**src/rtl/ddd_pkg.sv**
```systemverilog
`default_nettype none
// ----------------------------------------------------------------------------
// Date day difference package
// Shared widths, constants, calendar tables and codes for the date day
// difference pipeline.
// ----------------------------------------------------------------------------
package ddd_pkg;

  // Year field width; the design holds for 12 to 16 bits
  localparam int YEAR_BITS = 14;
  localparam int DAY_BITS = 5;
  localparam int MONTH_BITS = 4;

  // Stages of the serial day number pipeline
  localparam int STAGES = 4;

  // Serial day number: 365 * year plus leap days plus zero-based day of year
  localparam int SER_W = YEAR_BITS + 9;

  // Quotient of year / 100
  localparam int QUO_W = YEAR_BITS - 6;

  // Reciprocal of 100 rounded down; the estimate is short by at most one
  localparam int RECIP_SHIFT = YEAR_BITS + 7;
  localparam int RECIP_W = YEAR_BITS + 1;
  localparam int PROD_W = YEAR_BITS + RECIP_W;
  localparam logic [RECIP_W-1:0] RECIP_100 = RECIP_W'((1 << RECIP_SHIFT) / 100);

  localparam int LEAPS_W = YEAR_BITS - 1;
  localparam int OFFS_W = 9;
  localparam int REM_W = 8;

  localparam int DAYS_YEAR = 365;
  localparam int CENTURY = 100;

  localparam int COUNT_W = 22;
  localparam logic [COUNT_W-1:0] COUNT_MAX = '1;
  localparam int DIFF_W = (SER_W > COUNT_W) ? SER_W : COUNT_W;

  localparam logic [MONTH_BITS-1:0] MONTH_JAN = 4'd1;
  localparam logic [MONTH_BITS-1:0] MONTH_FEB = 4'd2;
  localparam logic [MONTH_BITS-1:0] MONTH_DEC = 4'd12;

  typedef enum logic [1:0] {
    ORD_EQUAL         = 2'd0,
    ORD_FIRST_LATER   = 2'd1,
    ORD_FIRST_EARLIER = 2'd2
  } order_t;

  // Length of a month; codes outside 1..12 are screened out separately
  function automatic logic [DAY_BITS-1:0] month_len(input logic [MONTH_BITS-1:0] m,
                                                    input logic leap);
    logic [DAY_BITS-1:0] len;
    case (m)
      4'd2:    len = leap ? 5'd29 : 5'd28;
      4'd4:    len = 5'd30;
      4'd6:    len = 5'd30;
      4'd9:    len = 5'd30;
      4'd11:   len = 5'd30;
      default: len = 5'd31;
    endcase
    return len;
  endfunction

  // Days in the year before the first of a month, common year
  function automatic logic [OFFS_W-1:0] days_before(input logic [MONTH_BITS-1:0] m);
    logic [OFFS_W-1:0] n;
    case (m)
      4'd1:    n = 9'd0;
      4'd2:    n = 9'd31;
      4'd3:    n = 9'd59;
      4'd4:    n = 9'd90;
      4'd5:    n = 9'd120;
      4'd6:    n = 9'd151;
      4'd7:    n = 9'd181;
      4'd8:    n = 9'd212;
      4'd9:    n = 9'd243;
      4'd10:   n = 9'd273;
      4'd11:   n = 9'd304;
      4'd12:   n = 9'd334;
      default: n = 9'd0;
    endcase
    return n;
  endfunction

endpackage
`default_nettype wire

```
**src/rtl/ddd_if.sv**
```systemverilog
`default_nettype none
// ----------------------------------------------------------------------------
// Date day difference channels
// Valid/ready channels for date pair words and day count result words.
// ----------------------------------------------------------------------------
interface ddd_in_if;
  import ddd_pkg::*;

  logic                  valid;
  logic                  ready;
  logic [DAY_BITS-1:0]   day_first;
  logic [MONTH_BITS-1:0] month_first;
  logic [YEAR_BITS-1:0]  year_first;
  logic [DAY_BITS-1:0]   day_second;
  logic [MONTH_BITS-1:0] month_second;
  logic [YEAR_BITS-1:0]  year_second;

  modport source (
    output valid, day_first, month_first, year_first,
    output day_second, month_second, year_second,
    input  ready
  );

  modport sink (
    input  valid, day_first, month_first, year_first,
    input  day_second, month_second, year_second,
    output ready
  );
endinterface

interface ddd_out_if;
  import ddd_pkg::*;

  logic               valid;
  logic               ready;
  logic [COUNT_W-1:0] day_count;
  logic [1:0]         order;
  logic               first_valid;
  logic               second_valid;

  modport source (
    output valid, day_count, order, first_valid, second_valid,
    input  ready
  );

  modport sink (
    input  valid, day_count, order, first_valid, second_valid,
    output ready
  );
endinterface
`default_nettype wire

```
**src/rtl/ddd_serial.sv**
```systemverilog
`default_nettype none
// ----------------------------------------------------------------------------
// Serial day number pipeline
// Four stages: century split, leap and validity, partial sums, final sum.
// ----------------------------------------------------------------------------
module ddd_serial (
  input  wire logic                           clk,
  input  wire logic [ddd_pkg::STAGES-1:0]     en,
  input  wire logic [ddd_pkg::DAY_BITS-1:0]   day,
  input  wire logic [ddd_pkg::MONTH_BITS-1:0] month,
  input  wire logic [ddd_pkg::YEAR_BITS-1:0]  year,
  output logic      [ddd_pkg::SER_W-1:0]      serial,
  output logic                                date_ok
);
  import ddd_pkg::*;

  // stage 1
  logic [PROD_W-1:0]     prod_nxt;
  logic [YEAR_BITS-1:0]  y_s1_r;
  logic [MONTH_BITS-1:0] m_s1_r;
  logic [DAY_BITS-1:0]   d_s1_r;
  logic [QUO_W-1:0]      qe_s1_r;

  // stage 2
  logic [YEAR_BITS-1:0]  hund_nxt;
  logic [YEAR_BITS-1:0]  rdiff_nxt;
  logic [REM_W-1:0]      rem_nxt;
  logic                  fix_nxt;
  logic [QUO_W-1:0]      q_nxt;
  logic [REM_W-1:0]      r_nxt;
  logic                  rnz_nxt;
  logic                  leap_nxt;
  logic [DAY_BITS-1:0]   mlen_nxt;
  logic                  ok_nxt;
  logic [YEAR_BITS-1:0]  y_s2_r;
  logic [MONTH_BITS-1:0] m_s2_r;
  logic [DAY_BITS-1:0]   d_s2_r;
  logic [QUO_W-1:0]      q_s2_r;
  logic                  rnz_s2_r;
  logic                  leap_s2_r;
  logic                  ok_s2_r;

  // stage 3
  logic [YEAR_BITS:0]    y3_nxt;
  logic [LEAPS_W-1:0]    c4_nxt;
  logic [LEAPS_W-1:0]    c100_nxt;
  logic [LEAPS_W-1:0]    c400_nxt;
  logic [LEAPS_W-1:0]    leaps_nxt;
  logic [SER_W-1:0]      y365_nxt;
  logic                  adj_nxt;
  logic [OFFS_W-1:0]     offs_nxt;
  logic [SER_W-1:0]      y365_s3_r;
  logic [LEAPS_W-1:0]    leaps_s3_r;
  logic [OFFS_W-1:0]     offs_s3_r;
  logic                  ok_s3_r;

  // stage 4
  logic [SER_W-1:0]      serial_nxt;
  logic [SER_W-1:0]      serial_s4_r;
  logic                  ok_s4_r;

  // year / 100 estimate, short by at most one
  assign prod_nxt = PROD_W'(year) * PROD_W'(RECIP_100);

  always_ff @(posedge clk) begin
    if (en[0]) begin
      y_s1_r  <= year;
      m_s1_r  <= month;
      d_s1_r  <= day;
      qe_s1_r <= prod_nxt[RECIP_SHIFT +: QUO_W];
    end
  end

  // correct the quotient, then leap year and date check
  always_comb begin
    hund_nxt  = YEAR_BITS'(qe_s1_r) * YEAR_BITS'(CENTURY);
    rdiff_nxt = y_s1_r - hund_nxt;
    rem_nxt   = rdiff_nxt[REM_W-1:0];
    fix_nxt   = (rem_nxt >= REM_W'(CENTURY));
    q_nxt     = fix_nxt ? (qe_s1_r + QUO_W'(1)) : qe_s1_r;
    r_nxt     = fix_nxt ? (rem_nxt - REM_W'(CENTURY)) : rem_nxt;
    rnz_nxt   = (r_nxt != '0);
    // divisible by 400 means a whole century and a quotient divisible by 4
    leap_nxt  = ((y_s1_r[1:0] == 2'b00) && rnz_nxt) ||
                (!rnz_nxt && (q_nxt[1:0] == 2'b00));
    mlen_nxt  = month_len(m_s1_r, leap_nxt);
    ok_nxt    = (m_s1_r >= MONTH_JAN) && (m_s1_r <= MONTH_DEC) &&
                (d_s1_r != '0) && (d_s1_r <= mlen_nxt);
  end

  always_ff @(posedge clk) begin
    if (en[1]) begin
      y_s2_r    <= y_s1_r;
      m_s2_r    <= m_s1_r;
      d_s2_r    <= d_s1_r;
      q_s2_r    <= q_nxt;
      rnz_s2_r  <= rnz_nxt;
      leap_s2_r <= leap_nxt;
      ok_s2_r   <= ok_nxt;
    end
  end

  // leap days in the years before this one, and day of the year
  always_comb begin
    y3_nxt    = {1'b0, y_s2_r} + (YEAR_BITS + 1)'(3);
    c4_nxt    = y3_nxt[YEAR_BITS:2];
    c100_nxt  = LEAPS_W'(q_s2_r) + LEAPS_W'(rnz_s2_r);
    c400_nxt  = LEAPS_W'(q_s2_r >> 2) +
                LEAPS_W'(rnz_s2_r || (q_s2_r[1:0] != 2'b00));
    leaps_nxt = c4_nxt - c100_nxt + c400_nxt;
    y365_nxt  = SER_W'(y_s2_r) * SER_W'(DAYS_YEAR);
    adj_nxt   = leap_s2_r && (m_s2_r > MONTH_FEB);
    offs_nxt  = days_before(m_s2_r) + OFFS_W'(d_s2_r) - OFFS_W'(1) + OFFS_W'(adj_nxt);
  end

  always_ff @(posedge clk) begin
    if (en[2]) begin
      y365_s3_r  <= y365_nxt;
      leaps_s3_r <= leaps_nxt;
      offs_s3_r  <= offs_nxt;
      ok_s3_r    <= ok_s2_r;
    end
  end

  assign serial_nxt = y365_s3_r + SER_W'(leaps_s3_r) + SER_W'(offs_s3_r);

  always_ff @(posedge clk) begin
    if (en[3]) begin
      serial_s4_r <= serial_nxt;
      ok_s4_r     <= ok_s3_r;
    end
  end

  assign serial  = serial_s4_r;
  assign date_ok = ok_s4_r;

endmodule
`default_nettype wire

```
**src/rtl/date_day_difference.sv**
```systemverilog
`default_nettype none
// ----------------------------------------------------------------------------
// Date day difference
// Day count, order and validity of two Gregorian dates.
// ----------------------------------------------------------------------------
// The block takes one date pair word per cycle while its output is not stalled
// and returns one result word per pair: four stages turn each date into a
// serial day number (century split, leap and validity check, partial sums,
// final sum) and the output register forms the saturated absolute difference.
// Each stage holds its own valid bit and moves whenever the stage after it is
// free, so a stalled output only backs up the words behind it and bubbles are
// filled. The day count is zero when either date is invalid; order compares
// the raw fields (year, then month, then day) for any input.
module date_day_difference (
  input  wire logic  clk,
  input  wire logic  rst_n,
  ddd_in_if.sink     in_ch,
  ddd_out_if.source  out_ch
);
  import ddd_pkg::*;

  localparam int KEY_W = YEAR_BITS + MONTH_BITS + DAY_BITS;

  logic [STAGES:0]      en;
  logic [STAGES-1:0]    v_nxt;
  logic [STAGES-1:0]    v_r;
  order_t               ord_nxt;
  order_t               ord_r [STAGES];
  logic [KEY_W-1:0]     key_a;
  logic [KEY_W-1:0]     key_b;

  logic [SER_W-1:0]     serial_a;
  logic [SER_W-1:0]     serial_b;
  logic                 ok_a;
  logic                 ok_b;

  logic [SER_W-1:0]     diff_nxt;
  logic [DIFF_W-1:0]    diff_ext;
  logic [COUNT_W-1:0]   count_nxt;

  logic                 out_valid_r;
  logic [COUNT_W-1:0]   count_r;
  order_t               ord_out_r;
  logic                 fv_r;
  logic                 sv_r;

  // a stage moves when it is empty or the stage after it moves
  always_comb begin
    en[STAGES] = !out_valid_r || out_ch.ready;
    for (int k = STAGES - 1; k >= 0; k--) begin
      en[k] = !v_r[k] || en[k+1];
    end
    v_nxt[0] = in_ch.valid;
    for (int k = 1; k < STAGES; k++) begin
      v_nxt[k] = v_r[k-1];
    end
  end

  assign in_ch.ready = en[0];

  always_ff @(posedge clk) begin
    if (!rst_n) begin
      v_r         <= '0;
      out_valid_r <= 1'b0;
    end else begin
      for (int k = 0; k < STAGES; k++) begin
        if (en[k]) begin
          v_r[k] <= v_nxt[k];
        end
      end
      if (en[STAGES]) begin
        out_valid_r <= v_r[STAGES-1];
      end
    end
  end

  // order on raw fields
  always_comb begin
    key_a = {in_ch.year_first, in_ch.month_first, in_ch.day_first};
    key_b = {in_ch.year_second, in_ch.month_second, in_ch.day_second};
    if (key_a == key_b) begin
      ord_nxt = ORD_EQUAL;
    end else if (key_a > key_b) begin
      ord_nxt = ORD_FIRST_LATER;
    end else begin
      ord_nxt = ORD_FIRST_EARLIER;
    end
  end

  always_ff @(posedge clk) begin
    if (en[0]) begin
      ord_r[0] <= ord_nxt;
    end
    for (int k = 1; k < STAGES; k++) begin
      if (en[k]) begin
        ord_r[k] <= ord_r[k-1];
      end
    end
  end

  ddd_serial u_serial_first (
    .clk     (clk),
    .en      (en[STAGES-1:0]),
    .day     (in_ch.day_first),
    .month   (in_ch.month_first),
    .year    (in_ch.year_first),
    .serial  (serial_a),
    .date_ok (ok_a)
  );

  ddd_serial u_serial_second (
    .clk     (clk),
    .en      (en[STAGES-1:0]),
    .day     (in_ch.day_second),
    .month   (in_ch.month_second),
    .year    (in_ch.year_second),
    .serial  (serial_b),
    .date_ok (ok_b)
  );

  // absolute difference, saturate, drop when either date is invalid
  always_comb begin
    diff_nxt = (serial_a >= serial_b) ? (serial_a - serial_b) : (serial_b - serial_a);
    diff_ext = DIFF_W'(diff_nxt);
    if (!(ok_a && ok_b)) begin
      count_nxt = '0;
    end else if (diff_ext > DIFF_W'(COUNT_MAX)) begin
      count_nxt = COUNT_MAX;
    end else begin
      count_nxt = diff_ext[COUNT_W-1:0];
    end
  end

  always_ff @(posedge clk) begin
    if (en[STAGES]) begin
      count_r   <= count_nxt;
      ord_out_r <= ord_r[STAGES-1];
      fv_r      <= ok_a;
      sv_r      <= ok_b;
    end
  end

  assign out_ch.valid        = out_valid_r;
  assign out_ch.day_count    = count_r;
  assign out_ch.order        = ord_out_r;
  assign out_ch.first_valid  = fv_r;
  assign out_ch.second_valid = sv_r;

  // invalid dates never carry a day count
  a_invalid_zero: assert property (@(posedge clk) disable iff (!rst_n)
    out_ch.valid && !(out_ch.first_valid && out_ch.second_valid) |-> out_ch.day_count == '0)
    else $error("day count nonzero for an invalid date");

  // equal valid dates are zero days apart; catches order and serial misalignment
  a_equal_zero: assert property (@(posedge clk) disable iff (!rst_n)
    out_ch.valid && out_ch.first_valid && out_ch.second_valid &&
    (out_ch.order == ORD_EQUAL) |-> out_ch.day_count == '0)
    else $error("equal dates with nonzero day count");

  // input backs up only behind a stalled result
  a_stall_source: assert property (@(posedge clk) disable iff (!rst_n)
    !in_ch.ready |-> out_ch.valid && !out_ch.ready)
    else $error("input stalled while output free");

endmodule
`default_nettype wire
```
**src/flat_wrapper.sv**
```systemverilog
// flat-port wrapper written by rule: the top's interface ports become plain ports
module date_day_difference_flat import ddd_pkg::*;
  (clk, rst_n, in_ch_valid, in_ch_day_first, in_ch_month_first, in_ch_year_first, in_ch_day_second, in_ch_month_second, in_ch_year_second, in_ch_ready, out_ch_valid, out_ch_day_count, out_ch_order, out_ch_first_valid, out_ch_second_valid, out_ch_ready);
  ddd_in_if in_ch_i ();
  ddd_out_if out_ch_i ();
  input  wire logic clk;
  input  wire logic rst_n;
  input wire logic [$bits(in_ch_i.valid)-1:0] in_ch_valid;
  input wire logic [$bits(in_ch_i.day_first)-1:0] in_ch_day_first;
  input wire logic [$bits(in_ch_i.month_first)-1:0] in_ch_month_first;
  input wire logic [$bits(in_ch_i.year_first)-1:0] in_ch_year_first;
  input wire logic [$bits(in_ch_i.day_second)-1:0] in_ch_day_second;
  input wire logic [$bits(in_ch_i.month_second)-1:0] in_ch_month_second;
  input wire logic [$bits(in_ch_i.year_second)-1:0] in_ch_year_second;
  output wire logic [$bits(in_ch_i.ready)-1:0] in_ch_ready;
  output wire logic [$bits(out_ch_i.valid)-1:0] out_ch_valid;
  output wire logic [$bits(out_ch_i.day_count)-1:0] out_ch_day_count;
  output wire logic [$bits(out_ch_i.order)-1:0] out_ch_order;
  output wire logic [$bits(out_ch_i.first_valid)-1:0] out_ch_first_valid;
  output wire logic [$bits(out_ch_i.second_valid)-1:0] out_ch_second_valid;
  input wire logic [$bits(out_ch_i.ready)-1:0] out_ch_ready;
  assign in_ch_i.valid = in_ch_valid;
  assign in_ch_i.day_first = in_ch_day_first;
  assign in_ch_i.month_first = in_ch_month_first;
  assign in_ch_i.year_first = in_ch_year_first;
  assign in_ch_i.day_second = in_ch_day_second;
  assign in_ch_i.month_second = in_ch_month_second;
  assign in_ch_i.year_second = in_ch_year_second;
  assign in_ch_ready = in_ch_i.ready;
  assign out_ch_valid = out_ch_i.valid;
  assign out_ch_day_count = out_ch_i.day_count;
  assign out_ch_order = out_ch_i.order;
  assign out_ch_first_valid = out_ch_i.first_valid;
  assign out_ch_second_valid = out_ch_i.second_valid;
  assign out_ch_i.ready = out_ch_ready;
  date_day_difference u_core (.clk(clk), .rst_n(rst_n), .in_ch(in_ch_i), .out_ch(out_ch_i));
endmodule
```
**config.mk**
```make
export PLATFORM = sky130hd
export DESIGN_NAME = date_day_difference_flat
export DESIGN_NICKNAME = d
export VERILOG_FILES = /design/src/rtl/ddd_pkg.sv /design/src/rtl/ddd_if.sv /design/src/rtl/ddd_serial.sv /design/src/rtl/date_day_difference.sv /design/src/flat_wrapper.sv
export SDC_FILE = /design/constraint.sdc
export NUM_CORES = 1
export LEC_CHECK = 0
export ABC_AREA = 1
export BUFFER_PORTS_ARGS = -buffer_cell sky130_fd_sc_hd__buf_2
export CORE_MARGIN = 2
export CORE_UTILIZATION = 27
export CTS_CLUSTER_SIZE = 14
export DETAILED_ROUTE_END_ITERATION = 7
export GPL_TIMING_DRIVEN = 0
export SLEW_MARGIN = 20
export SYNTH_ARGS = -nofsm -noshare
export SYNTH_HDL_FRONTEND = slang
export SYNTH_HIERARCHICAL = 1
export SYNTH_SLANG_ARGS = --single-unit
```
**constraint.sdc**
```tcl
create_clock -name clk -period 13.9 [get_ports clk]
set_input_delay 2.78 -clock clk [delete_from_list [all_inputs] [get_ports clk]]
set_output_delay 2.78 -clock clk [all_outputs]
set_load 0.01 [all_outputs]
```
# ---- Word level (Yosys, flattened, before mapping)
# Memory sizes are Yosys's and may differ from the RTL's. A register that Yosys moved wholly into a read port is not among the register bits.
# Cells that the tools add are included.
dict set report classes {
  eq_ne 11
  n_mul 6
  n_bitwise 0
  mux 22
  shift 0
  n_reduce_logical 41
  div 0
  add_sub_neg 28
  n_lt_le_gt_ge 13
}
# cell count
set ops {}
lappend ops {{14-bit by 15-bit multiplier with 29-bit output (second input constant)} 2}
lappend ops {{23-bit by 13-bit adder with 23-bit output} 2}
lappend ops {{23-bit by 9-bit adder with 23-bit output} 2}
lappend ops {{14-bit by 9-bit multiplier with 23-bit output (second input constant)} 2}
lappend ops {{23-bit subtractor} 2}
lappend ops {{8-bit two-way mux} 4}
lappend ops {{14-bit by 2-bit adder with 15-bit output (second input constant)} 2}
lappend ops {{13-bit by 7-bit adder with 13-bit output} 2}
lappend ops {{13-bit by 9-bit subtractor with 13-bit output} 2}
lappend ops {{23-bit equality test} 1}
lappend ops {{23-bit greater-or-equal comparator} 1}
lappend ops {{23-bit by 22-bit > comparator with 1-bit output (second input constant)} 1}
lappend ops {{23-bit > comparator} 1}
lappend ops {{23-bit two-way mux} 1}
lappend ops {{22-bit two-way mux} 1}
lappend ops {{8-bit by 1-bit adder with 9-bit output} 2}
lappend ops {{9-bit by 1-bit adder with 9-bit output} 2}
lappend ops {{9-bit by 5-bit adder with 9-bit output} 2}
lappend ops {{9-bit by 1-bit subtractor with 9-bit output (second input constant)} 2}
lappend ops {{8-bit by 1-bit adder with 8-bit output (second input constant)} 2}
lappend ops {{4-bit by 3-bit equality test with 1-bit output (second input constant)} 4}
lappend ops {{4-bit equality test (second input constant)} 4}
lappend ops {{8-bit by 7-bit greater-or-equal comparator with 1-bit output (second input constant)} 2}
lappend ops {{8-bit by 5-bit multiplier with 6-bit output (second input constant)} 2}
lappend ops {{20 further kinds} 73}
dict set report word_totals {
  word_cells 166
  n_memories 3
  rom_bits 288
  regBits 299
  latch_bits 0
  mem_bits_rw 8
  output_inout_bits 28
  input_bits 50
}
# memory depth width rd rd_ports_with_merged_regs wr line_no
set memory_table {}
lappend memory_table {{(name not given)} 16 9 1 1 0 ddd_pkg.sv:68} ;# case (m)
lappend memory_table {{(name not given)} 16 9 1 1 0 ddd_pkg.sv:68}
lappend memory_table {u_core.ord_r 4 2 4 1 4 date_day_difference.sv:28} ;# order_t ord_r [STAGES];

# ---- Longest topological paths before layout
# Gate-level depths: netlist (run 1).
dict set report depth {
  depth_word 12
  ltp_mapped 24
  ltp_nobuf 24
}

# ---- By module
# Netlist (run 1), hierarchy kept.
# mod n_inst area_per_inst_um2 seq_area_each_um2 cells_each
set by_module_without_submodules {}
lappend by_module_without_submodules {{ddd_serial (u_core.u_serial_first)} 1 14198.6 4234.1 1420}
lappend by_module_without_submodules {{ddd_serial (u_core.u_serial_second)} 1 13964.6 4234.1 1361}
lappend by_module_without_submodules {date_day_difference 1 5454.0 1121.1 911}

# ---- Worst setup path before layout (run 1)
# Ideal clock, no wire load.
dict set report synth_timing {
  path_kind {input port to output port}
  from {in out_ch_ready}
  to {out in_ch_ready}
  arrival_ns 8.225
  path_buffers 0
  path_stages 8
  setup_slack_ns 2.895
  t_required_ns 11.120
  path_cell_list {nor2_1 -> inv_1 -> nor2_1 -> inv_1 -> nor2_1 -> inv_1 -> nor2_1 -> nand2_1}
}
dict set report synth_via {
  elab_chain_len 5
}
# item line_no
set synth_rtl {}
lappend synth_rtl {{from (decl)} flat_wrapper.sv:21} ;# input wire logic [$bits(out_ch_i.ready)-1:0] out_ch_ready;
lappend synth_rtl {{1-bit logical OR} date_day_difference.sv:49} ;# en[STAGES] = !out_valid_r || out_ch.ready;
lappend synth_rtl {{net u_core.en[4]} date_day_difference.sv:24} ;# logic [STAGES:0] en;
lappend synth_rtl {{1-bit logical OR} date_day_difference.sv:51} ;# en[k] = !v_r[k] || en[k+1];
lappend synth_rtl {{net u_core.en[3]} date_day_difference.sv:24}
lappend synth_rtl {{1-bit logical OR} date_day_difference.sv:51}
lappend synth_rtl {{net u_core.en[2]} date_day_difference.sv:24}
lappend synth_rtl {{1-bit logical OR (2 in a row)} date_day_difference.sv:51}
lappend synth_rtl {{to (decl)} flat_wrapper.sv:15} ;# output wire logic [$bits(in_ch_i.ready)-1:0] in_ch_ready;
# The timed path passes the listed nets, and every way through them passes these cells.

# ---- Final worst setup path (run 1)
# Same ends and word-level chain as after synthesis.

==> out/results.tsv, run 1 <==
metric	value	unit
outcome	completed	
antenna_found_initial	4	
max_freq	0.1137	GHz
worst_pin_slew	1.009	ns
antenna_left	0	
portBuffers	77	
yosysUniqueCellTypes	55	
htreeDepth	2	
grt_pass1_wl	117800	um
yosys.area_share.simple	0.1389	
avgSynthCellArea	9.105	um^2
maxSlewHeadroom	0.3269	
synth_ff_type	edfxtp_1	
cts-root-buf	clkbuf_16	
r2r-start	u_core/out_ch.valid	
synth-async-reset-ratio	0	
netlist_area	0.03362	mm^2
regArea	0.009589	mm^2
worstPathMaxFanout	64	
fin_area	0.03749	mm^2
synthMuxAreaShare	0	
worstPathArrival	6.02	ns
wl_per_cell	12.93	um
pin_count	78	
cts_resized	0	
hold_violations	0	
coreArea	0.1236	mm^2
cts.sinks	327	
path_cells	buf_2, nor2_1, inv_1, nor2_1, inv_2, nor2_1, inv_4, buf_16, nor2_1, nand2_4, buf_2	
grt_max_degree	65	
first_pass_iters	5	
syn_inst	3692	
cp_slowest_cell	inv_1	
gp_congestion	0.9091	
overflow	0	
synth_xor_area_frac	0.04894	
fillers	13050	
fin_nets	4671	
setup_tns	0	ns
clk_latency	0.58	ns
multi_input_area	0.02053	mm^2
finClkSkew	0.02487	ns
synth_fa_ha_area_frac	0.3606	
worstSetupStartpoint	out_ch_ready	
path_class	in -> out	
synth_fp_nets	4550	
synth_warnings	6	
fin_crit_sh	0.6330	
worstHoldStart	u_core/u_serial_first/y_s1_r[8]	
drt_iter0_markers	1226	
ys_ff_latch	327	
placed_cells	5410	
area_growth	11.51	%
placed_area	0.03616	mm^2
cts_tree	yes	
row_count	129	
hp-class	reg -> reg	
synth_edf_count	304	
whs	0.4168	ns
fin_crit	8.799	ns
setup_violations	0	
hpwl	61080	um
drc	0	
grt_use_total	0.1140	
die_y	356.9	um
synth_top_family_by_area	adder cells	
die_x	356.9	um
start_util	0.2719	
cts_setup_buffers	0	
diodes	0	
required	11.12	ns
via_per_inst	4.216	
end_kind	output port	
cp_slowest_stage_delay	0.72	ns
die_area	0.1273	mm^2
drive_gt1_frac	0.06115	
via_count	23100	
cts_inserted_buffers	38	
cts.clk_slew.worst_paths	0.06	ns
slew_violations	0	
wl	70830	um
fin_cells	5480	
grt_pass1_vias	23150	
rsz0062_at_grt	false	
startpoint_type	primary input	
crit_path_frequent_cell	nor2_1	
ctsHoldBuffers	0	
synth_compound_area_frac	0.06212	
clockBufferDepth	3	
seq_area_frac_synth	0.2852	
drv_cap	0	
-- worst paths after layout --
path | endpoint | cells after the start | slack, ns
worst max-delay path | in_ch_ready | 11 | 5.10
worst min-delay path | u_core/u_serial_first/y_s2_r[8] | 0 | 0.42
worst max register to register | flop | 16 | 8.97
worst min register to register | u_core/u_serial_first/y_s2_r[8] | 0 | 0.42
-- cells in the mapped netlist (2+ instances only) --
cell type / instances / area [um^2]
fa_1: 268 / 5365
nand2_2: 18 / 112.6
xnor2_1: 58 / 508.0
o21a_1: 2 / 15.01
nand3_2: 3 / 30.03
o21ai_1: 6 / 30.03
nand4_1: 37 / 231.5
o31ai_1: 4 / 30.03
a31oi_1: 4 / 25.02
a21boi_0: 10 / 75.07
o2111ai_1: 5 / 43.79
nor4_1: 6 / 37.54
ha_1: 540 / 6756
nand3_1: 130 / 650.6
nor2_2: 13 / 81.33
nor2_4: 7 / 78.83
dfxtp_1: 23 / 460.4
o21bai_1: 9 / 67.56
nand2_1: 684 / 2567
nor2_1: 138 / 518.0
clkbuf_2: 2 / 10.01
nand4_2: 3 / 37.54
o211ai_1: 2 / 15.01
edfxtp_1: 304 / 9129
a21oi_2: 13 / 113.9
nor3b_1: 3 / 22.52
nand3_4: 5 / 87.58
a21o_1: 16 / 120.1
a211oi_1: 12 / 90.09
and2_1: 2 / 12.51
inv_1: 906 / 3401
buf_2: 3 / 15.01
o21ai_0: 72 / 360.4
or2_2: 3 / 18.77
inv_2: 4 / 15.01
a21oi_1: 190 / 950.9
a21boi_1: 2 / 15.01
nor3_1: 22 / 110.1
buf_6: 4 / 45.04
o22ai_1: 4 / 25.02
xor2_1: 128 / 1121
nand3b_1: 7 / 52.55
o21ai_2: 7 / 61.31
clkbuf_1: 2 / 7.510
-- per-layer routing --
metal	vias to the layer above	wire length (um)	GRT usage	part of all wire
met5	-	27	0	0.00038
met4	4	1258	0.02563	0.018
met3	72	2867	0.01663	0.040
met2	345	31830	0.1863	0.45
met1	10700	34850	0.1589	0.49
li1	11980	-	-	-
-- cell type report --
| type | count | area share |
|---|---|---|
| clock buffers | 50 | 0.02764 |
| inverters | 911 | 0.09135 |
| repair buffers | 81 | 0.01282 |
| plain buffers | 12 | 0.002270 |
| well taps | 1637 | 0.05464 |
| flip-flops and latches | 327 | 0.2558 |
| multi-input cells | 2442 | 0.5477 |
| clock inverters | 20 | 0.007810 |
-- through the flow --
step                      utilization  setup slack [ns]
after detailed placement       0.2925             5.027
after CTS                      0.3032             5.014
after global placement         0.2916            0.2048
final                          0.3032             5.101
after floorplan                     -             2.895
after global routing           0.3032             4.727
-- worst max-delay path: cells and delay by family --
kind / cells / cell delay, ns
buffers and inverters: 6 / 2.22
AND/OR/NAND/NOR: 5 / 0.97
-- flip-flops by register name, summed over array words and instances (netlist names), 13 cells and up, named ones only --
| signal | count |
|---|---|
| u_core/u_serial_first/y365_s3_r | 23 |
| u_core/u_serial_second/serial | 23 |
| u_core/u_serial_second/leaps_s3_r | 13 |
| u_core/u_serial_first/leaps_s3_r | 13 |
| u_core/u_serial_second/y_s1_r | 14 |
| u_core/u_serial_first/serial | 23 |
| u_core/u_serial_second/y365_s3_r | 23 |
| u_core/u_serial_first/y_s2_r | 14 |
| u_core/out_ch.day_count | 22 |
| u_core/u_serial_first/y_s1_r | 14 |
| u_core/u_serial_second/y_s2_r | 14 |
-- logic make-up (layout without fill, tap and decap cells) --
family,after synthesis,after routing
AOI/OAI and AO/OA,363,363
xor gates and xnor gates,187,187
adders and majority gates,808,808
buffers and inverters,923,1074
DFF,327,327
and+or+nand+nor,1084,1084
-- cells in the final DEF, fill, tap and decap left out, types with 13 or more instances in the layout --
master     count
a21oi_2       13
nor2_2        13
dfxtp_1       23
nor2_1       138
xnor2_1       58
a21o_1        16
buf_2         80
inv_1        903
nand3_1      130
clkbuf_16     38
a21oi_1      190
nand2_1      683
ha_1         540
nand4_1       37
nand2_2       18
edfxtp_1     304
o21ai_0       72
nor3_1        22
xor2_1       128
fa_1         268
Power of run 1 is left out: the tool's default activity adds up to more than one toggle a clock period on the data nets, which glitch-free logic cannot reach.
==> inputs of run 2 (changes only) <==
==> constraint.sdc (replaced) <==
create_clock -name clk -period 7.15 [get_ports clk]
set_input_delay 1.43 -clock clk [delete_from_list [all_inputs] [get_ports clk]]
set_output_delay 1.43 -clock clk [all_outputs]
set_load 0.01 [all_outputs]
==> out/results.tsv, run 2 (synthesis gave the netlist of run 1 again) <==
metric	value	unit	change
outcome	completed		
cp_slowest_cell	nor2_1		
maxSlewHeadroom	0.3567		+0.02981
die_y	356.9	um	unchanged
path_class	in -> out		
grt_max_degree	41		-37%
multi_input_area	0.02056	mm^2	+0.15%
max_freq	0.1544	GHz	
clk_latency	0.57	ns	about the same
fillers	13020		-0.22%
hold_violations	0		unchanged
ctsHoldBuffers	0		unchanged
worst-r2r-cell-count	16		unchanged
startpoint_type	primary input		
worstPathArrival	5.05	ns	-0.97 ns
row_count	129		unchanged
hp-class	reg -> reg		
end_kind	output port		
cts_setup_buffers	0		unchanged
diodes	0		unchanged
drv_cap	0		unchanged
hold_depth	0		unchanged
overflow	0		unchanged
die_x	356.9	um	unchanged
fin_nets	4672		+0.021%
area_growth	11.62	%	about the same
cp_slowest_stage_delay	0.61	ns	-0.11 ns
final_cell_mix	inv_1, nand2_1, ha_1		
cts_inserted_buffers	37		-2.6%
finClkSkew	0.02205	ns	-0.002823 ns
layout_commonest_cell	inv_1		
fin_crit_sh	0.9057		
fin_area	0.03752	mm^2	about the same
r2r-start	u_core/out_ch.valid		
grt_pass1_vias	23430		+1.2%
worst_slack	0.6746	ns	-4.427 ns
grt_use_total	0.1152		+0.001269
slew_violations	0		unchanged
regArea	0.009589	mm^2	unchanged
start_util	0.2719		unchanged
post-place-ws	0.3148	ns	-4.713 ns
cts_resized	0		unchanged
antenna_left	0		unchanged
hpwl	61540	um	+0.75%
drive_gt1_frac	0.06245		+0.001301
setup_violations	0		unchanged
via_count	23310		+0.91%
cts.sinks	327		unchanged
rsz0062_at_grt	false		
fin_crit	6.475	ns	
first_pass_iters	8		+3
wl	71560	um	+1.0%
drt_iter0_markers	1291		+5.3%
fin_util	0.3035		about the same
worst_pin_slew	0.9639	ns	-0.04467 ns
coreArea	0.1236	mm^2	unchanged
htreeDepth	2		unchanged
antenna_found_initial	2		-2
min_to	u_core/ord_r[1][0]		
cp_top_family	buffers and inverters		
path_buf_inv	6		unchanged
cp.depth	11		unchanged
placed_area	0.03622	mm^2	+0.18%
clockBufferDepth	3		unchanged
worstPathMaxFanout	39		-39%
required	5.72	ns	-5.40 ns
cts-root-buf	clkbuf_16		
gp_congestion	0.9059		-0.35%
cts_tree	yes		
placed_cells	5412		+0.037%
grt_pass1_wl	119000	um	+1.0%
die_area	0.1273	mm^2	unchanged
pin_count	78		unchanged
drc	0		unchanged
wl_per_cell	13.06	um	+1.0%
worstHoldStart	u_core/ord_r[0][0]		
via_per_inst	4.254		+0.91%
crit_path_frequent_cell	nor2_1		
ff2ff_setup_slack	1.83	ns	-7.14 ns
fin_cells	5480		unchanged
portBuffers	77		unchanged
cts.clk_slew.worst_paths	0.06	ns	about the same
path_cells	buf_2, nor2_1, inv_1, nor2_1, inv_2, buf_12, nor2_1, clkinvlp_4, nor2_1, nand2_4, buf_2		
==> run 2: cell types whose count changed in the layout (fill, tap and decap cells not counted), moves of 2 or more <==
cell	before	now
buf_12	2	5
o21ai_4	0	2
inv_4	2	0
clkbuf_1	10	7
clkinv_1	2	4
o21ai_0	72	68
o21ai_2	7	9
==> run 2: per-stage QoR <==
step	setup TNS, ns	hold WS (ns)
after floorplan	-2.558	0.4003
after global placement	-213.61	0.4042
after detailed placement	0	0.4045
after CTS	0	0.4179
after global routing	0	0.4248
final	0	0.4144
==> run 2: worst max-delay path by stage <==
stage,startpoint,to,slack [ns]
CTS,out_ch_ready,in_ch_ready,0.60
detailed placement,in_ch_year_second[7],u_core/u_serial_second/qe_s1_r[6],0.31
floorplan,out_ch_ready,flop,-0.26
global placement,out_ch_ready,flop,-2.40
finish,out_ch_ready,in_ch_ready,0.67
global route,out_ch_ready,in_ch_ready,0.33
==> run 2: cell type report <==
cell class / instances / share of cell area
Clock buffer: 47 / 0.02731
Multi-Input combinational cell: 2442 / 0.5479
Clock inverter: 21 / 0.007336
Sequential cell: 327 / 0.2556
Timing Repair Buffer: 83 / 0.01367
Inverter: 911 / 0.09133
Buffer: 12 / 0.002267
Tap cell: 1637 / 0.05458
==> run 2: worst reg2reg max path: stages (launching register included) <==
cell and delay (ns):
dfxtp_1 0.33, inv_1 0.04, nor2_1 0.08, inv_1 0.41
nor2_1 0.40, inv_2 0.24, buf_12 0.25, nor2_1 0.22
clkinvlp_4 0.59, nor2_1 0.62, clkinvlp_4 0.68, buf_12 0.42
o21ai_2 0.34, inv_1 0.16, ha_1 0.30, nand2_1 0.06
nand2_1 0.05
==> run 2: metal layers <==
layer	share of wire	global-route usage	up-vias	routed length [um]
met2	0.45	0.1876	364	32070
met1	0.49	0.1610	10870	35080
met4	0.020	0.02773	0	1463
met3	0.041	0.01638	81	2945
li1	-	-	12000	-
met5	0	0	-	0
Power of run 2 is left out for the same reason.
==> inputs of run 3 (changes only) <==
--- a/config.mk
+++ b/config.mk
@@ -5,10 +5,9 @@
 export SDC_FILE = /design/constraint.sdc
 export NUM_CORES = 1
 export LEC_CHECK = 0
-export ABC_AREA = 1
 export BUFFER_PORTS_ARGS = -buffer_cell sky130_fd_sc_hd__buf_2
 export CORE_MARGIN = 2
-export CORE_UTILIZATION = 27
+export CORE_UTILIZATION = 45
 export CTS_CLUSTER_SIZE = 14
 export DETAILED_ROUTE_END_ITERATION = 7
 export GPL_TIMING_DRIVEN = 0
==> constraint.sdc (replaced) <==
create_clock -name clk -period 7.15 [get_ports clk]
set_input_delay 1.43 -clock clk [delete_from_list [all_inputs] [get_ports clk]]
set_output_delay 1.43 -clock clk [all_outputs]
set_load 0.005 [all_outputs]
==> out/results.tsv, run 3 <==
metric	value	unit	change
worst-r2r-cell-count	15		-1
area_growth	8.983	%	
cp_slowest_cell	fa_1		
yosysUniqueCellTypes	100		+82%
fin_nets	3981		-15%
cts_inserted_buffers	40		+8.1%
cts_resized	0		unchanged
yosysTopAreaCell	edfxtp_1		
hold_depth	0		unchanged
fin_area	0.03499	mm^2	-6.8%
required	7.44	ns	+1.72 ns
ys_ff_latch	327		unchanged
synth_fp_nets	3859		-15%
r2r_end	u_core/u_serial_first/y365_s3_r[22]		
first_pass_iters	5		-3
multi_input_area	0.01990	mm^2	-3.2%
synth_warnings	6		unchanged
end_kind	flop		
drive_gt1_frac	0.07773		+0.01528
outcome	completed		
finClkSkew	0.02325	ns	+0.001201 ns
via_count	20900		-10%
coreArea	0.07039	mm^2	-43%
rsz0062_at_grt	false		
max_freq	0.1512	GHz	-2.1%
r2r-start	u_core/u_serial_first/y_s2_r[6]		
antenna_left	0		unchanged
layout_commonest_cell	inv_1		
synth-async-reset-ratio	0		unchanged
pin_count	78		unchanged
cp.depth	18		+7
clk_latency	0.55	ns	-0.02 ns
overflow	0		unchanged
placed_area	0.03376	mm^2	-6.8%
start_util	0.4561		+0.1842
netlist_area	0.03210	mm^2	-4.5%
slew_violations	0		unchanged
wl	66660	um	-6.9%
grt_pass1_wl	112000	um	-5.8%
ctsHoldBuffers	0		unchanged
maxSlewHeadroom	0.2528		-0.1039
synthTopCellsByCount	inv_1, ha_1, edfxtp_1		
row_count	97		-25%
synth_edf_count	304		unchanged
setup_tns	0	ns	unchanged
cp_slowest_stage_delay	0.62	ns	about the same
gp_congestion	0.9359		+3.3%
seq_area_frac_synth	0.2987		+0.01344
hpwl	56270	um	-8.6%
drt_iter0_markers	823		-36%
cts-root-buf	clkbuf_16		
cp_top_family	adder cells		
cts.clk_slew.worst_paths	0.06	ns	about the same
path_cells	buf_2, fa_1, fa_1, inv_1, fa_1, inv_1, fa_1, fa_1, fa_1, ha_1, nand2_1, o21ai_1, a2111oi_0, a221oi_1, a221o_1, o21a_1, nor2_1, xnor2_1		
hold_violations	0		unchanged
wl_per_cell	16.29	um	+25%
cts_setup_buffers	0		unchanged
ff2ff_setup_slack	2.20	ns	+0.37 ns
antenna_found_initial	1		-1
worstPathArrival	6.90	ns	+1.85 ns
grt_pass1_vias	22170		-5.4%
critPathCapture	u_core/u_serial_second/qe_s1_r[4]		
die_x	271.1	um	-24%
worst_pin_slew	1.120	ns	+0.1556 ns
synth_ff_type	edfxtp_1		
die_y	271.1	um	-24%
syn_inst	3001		-19%
cts.sinks	327		unchanged
startpoint_type	primary input		
worstSetupStartpoint	in_ch_year_second[5]		
clockBufferDepth	3		unchanged
crit_path_frequent_cell	fa_1		
drc	0		unchanged
yosysTopAreaCellShare	0.2843		+0.01279
path_buf_inv	3		-3
portBuffers	77		unchanged
setup_violations	0		unchanged
hp-class	reg -> reg		
worstPathMaxFanout	7		-82%
cts_tree	yes		
path_class	in -> reg		
grt_use_total	0.1873		+0.07204
via_per_inst	5.109		+20%
avgSynthCellArea	10.70	um^2	+17%
htreeDepth	2		unchanged
fillers	6399		-51%
drv_cap	0		unchanged
diodes	0		unchanged
synth.most_common_cell	inv_1		
die_area	0.07350	mm^2	-42%
grt_max_degree	51		+24%
fin_crit_sh	0.9250		+0.01935
synth_area_leaders	edfxtp_1, ha_1, fa_1, inv_1, xnor2_1		
fin_crit	6.614	ns	+0.1384 ns
final_cell_mix	inv_1, ha_1, edfxtp_1		
regArea	0.009589	mm^2	unchanged
[run 3: cell types whose count changed after synthesis, sizes merged, moves of 17 or more]
cell | before | now
nand2 | 702 | 113
inv | 910 | 657
nand3 | 138 | 45
xnor2 | 58 | 146
xor2 | 129 | 45
a21oi | 203 | 160
nor2 | 158 | 115
o21a | 2 | 37
a21o | 16 | 47
nor2b | 1 | 32
and3 | 1 | 26
mux2i | 0 | 17
nand2b | 0 | 17
[run 3: cell families after synthesis]
family | count (synthesis) | synth area share
fa+ha+maj | 808 | 0.3776
buf+inv | 687 | 0.08235
compound gates | 498 | 0.1070
simple gates | 466 | 0.07362
flops | 327 | 0.2987
xor+xnor | 191 | 0.05293
mux | 24 | 0.007872
[run 3: layout make-up]
| cell class | instances | share of cell area |
|---|---|---|
| Multi-Input combinational cell | 1987 | 0.5687 |
| Sequential cell | 327 | 0.2741 |
| Inverter | 657 | 0.07055 |
| Tap cell | 940 | 0.03361 |
| Clock buffer | 51 | 0.02979 |
| Timing Repair Buffer | 80 | 0.01295 |
| Clock inverter | 20 | 0.005221 |
| Buffer | 30 | 0.005078 |
[run 3: worst min path at each step]
stage                       startpoint                 end  slack (ns)
CTS                 u_core/ord_r[1][1]  u_core/ord_r[2][1]        0.42
global placement    u_core/ord_r[2][0]  u_core/ord_r[3][0]        0.40
finish              u_core/ord_r[1][1]  u_core/ord_r[2][1]        0.42
detailed placement  u_core/ord_r[1][1]  u_core/ord_r[2][1]        0.40
floorplan           u_core/ord_r[0][0]  u_core/ord_r[1][0]        0.40
global route        u_core/ord_r[1][1]  u_core/ord_r[2][1]        0.42
[run 3: worst register-to-register path, delay by kind of cell (launching register included)]
family | cells | cell delay, ns
simple gates | 1 | 0.06
buf+inv | 2 | 0.17
fa+ha+maj | 5 | 2.23
flops | 1 | 0.50
compound gates | 6 | 1.59
xor+xnor | 1 | 0.15
[run 3: per-stage QoR]
stage | hold slack [ns] | std cells | util | setup slack, ns
floorplan | 0.4003 | 3001 | - | 0.7911
CTS | 0.4176 | 4092 | 0.4970 | 0.6352
global placement | 0.4048 | 4018 | 0.4783 | 0.1303
detailed placement | 0.4045 | 4021 | 0.4796 | 0.04772
finish | 0.4155 | 4092 | 0.4970 | 0.5362
global route | 0.4227 | 4092 | 0.4970 | 0.3630
[run 3: routing by layer]
| layer | share of wire | global-route usage |
|---|---|---|
| met1 | 0.46 | 0.2478 |
| met2 | 0.49 | 0.3273 |
| met3 | 0.030 | 0.01908 |
| met4 | 0.022 | 0.05032 |
| met5 | 0 | 0 |
Power of run 3 is left out for the same reason.
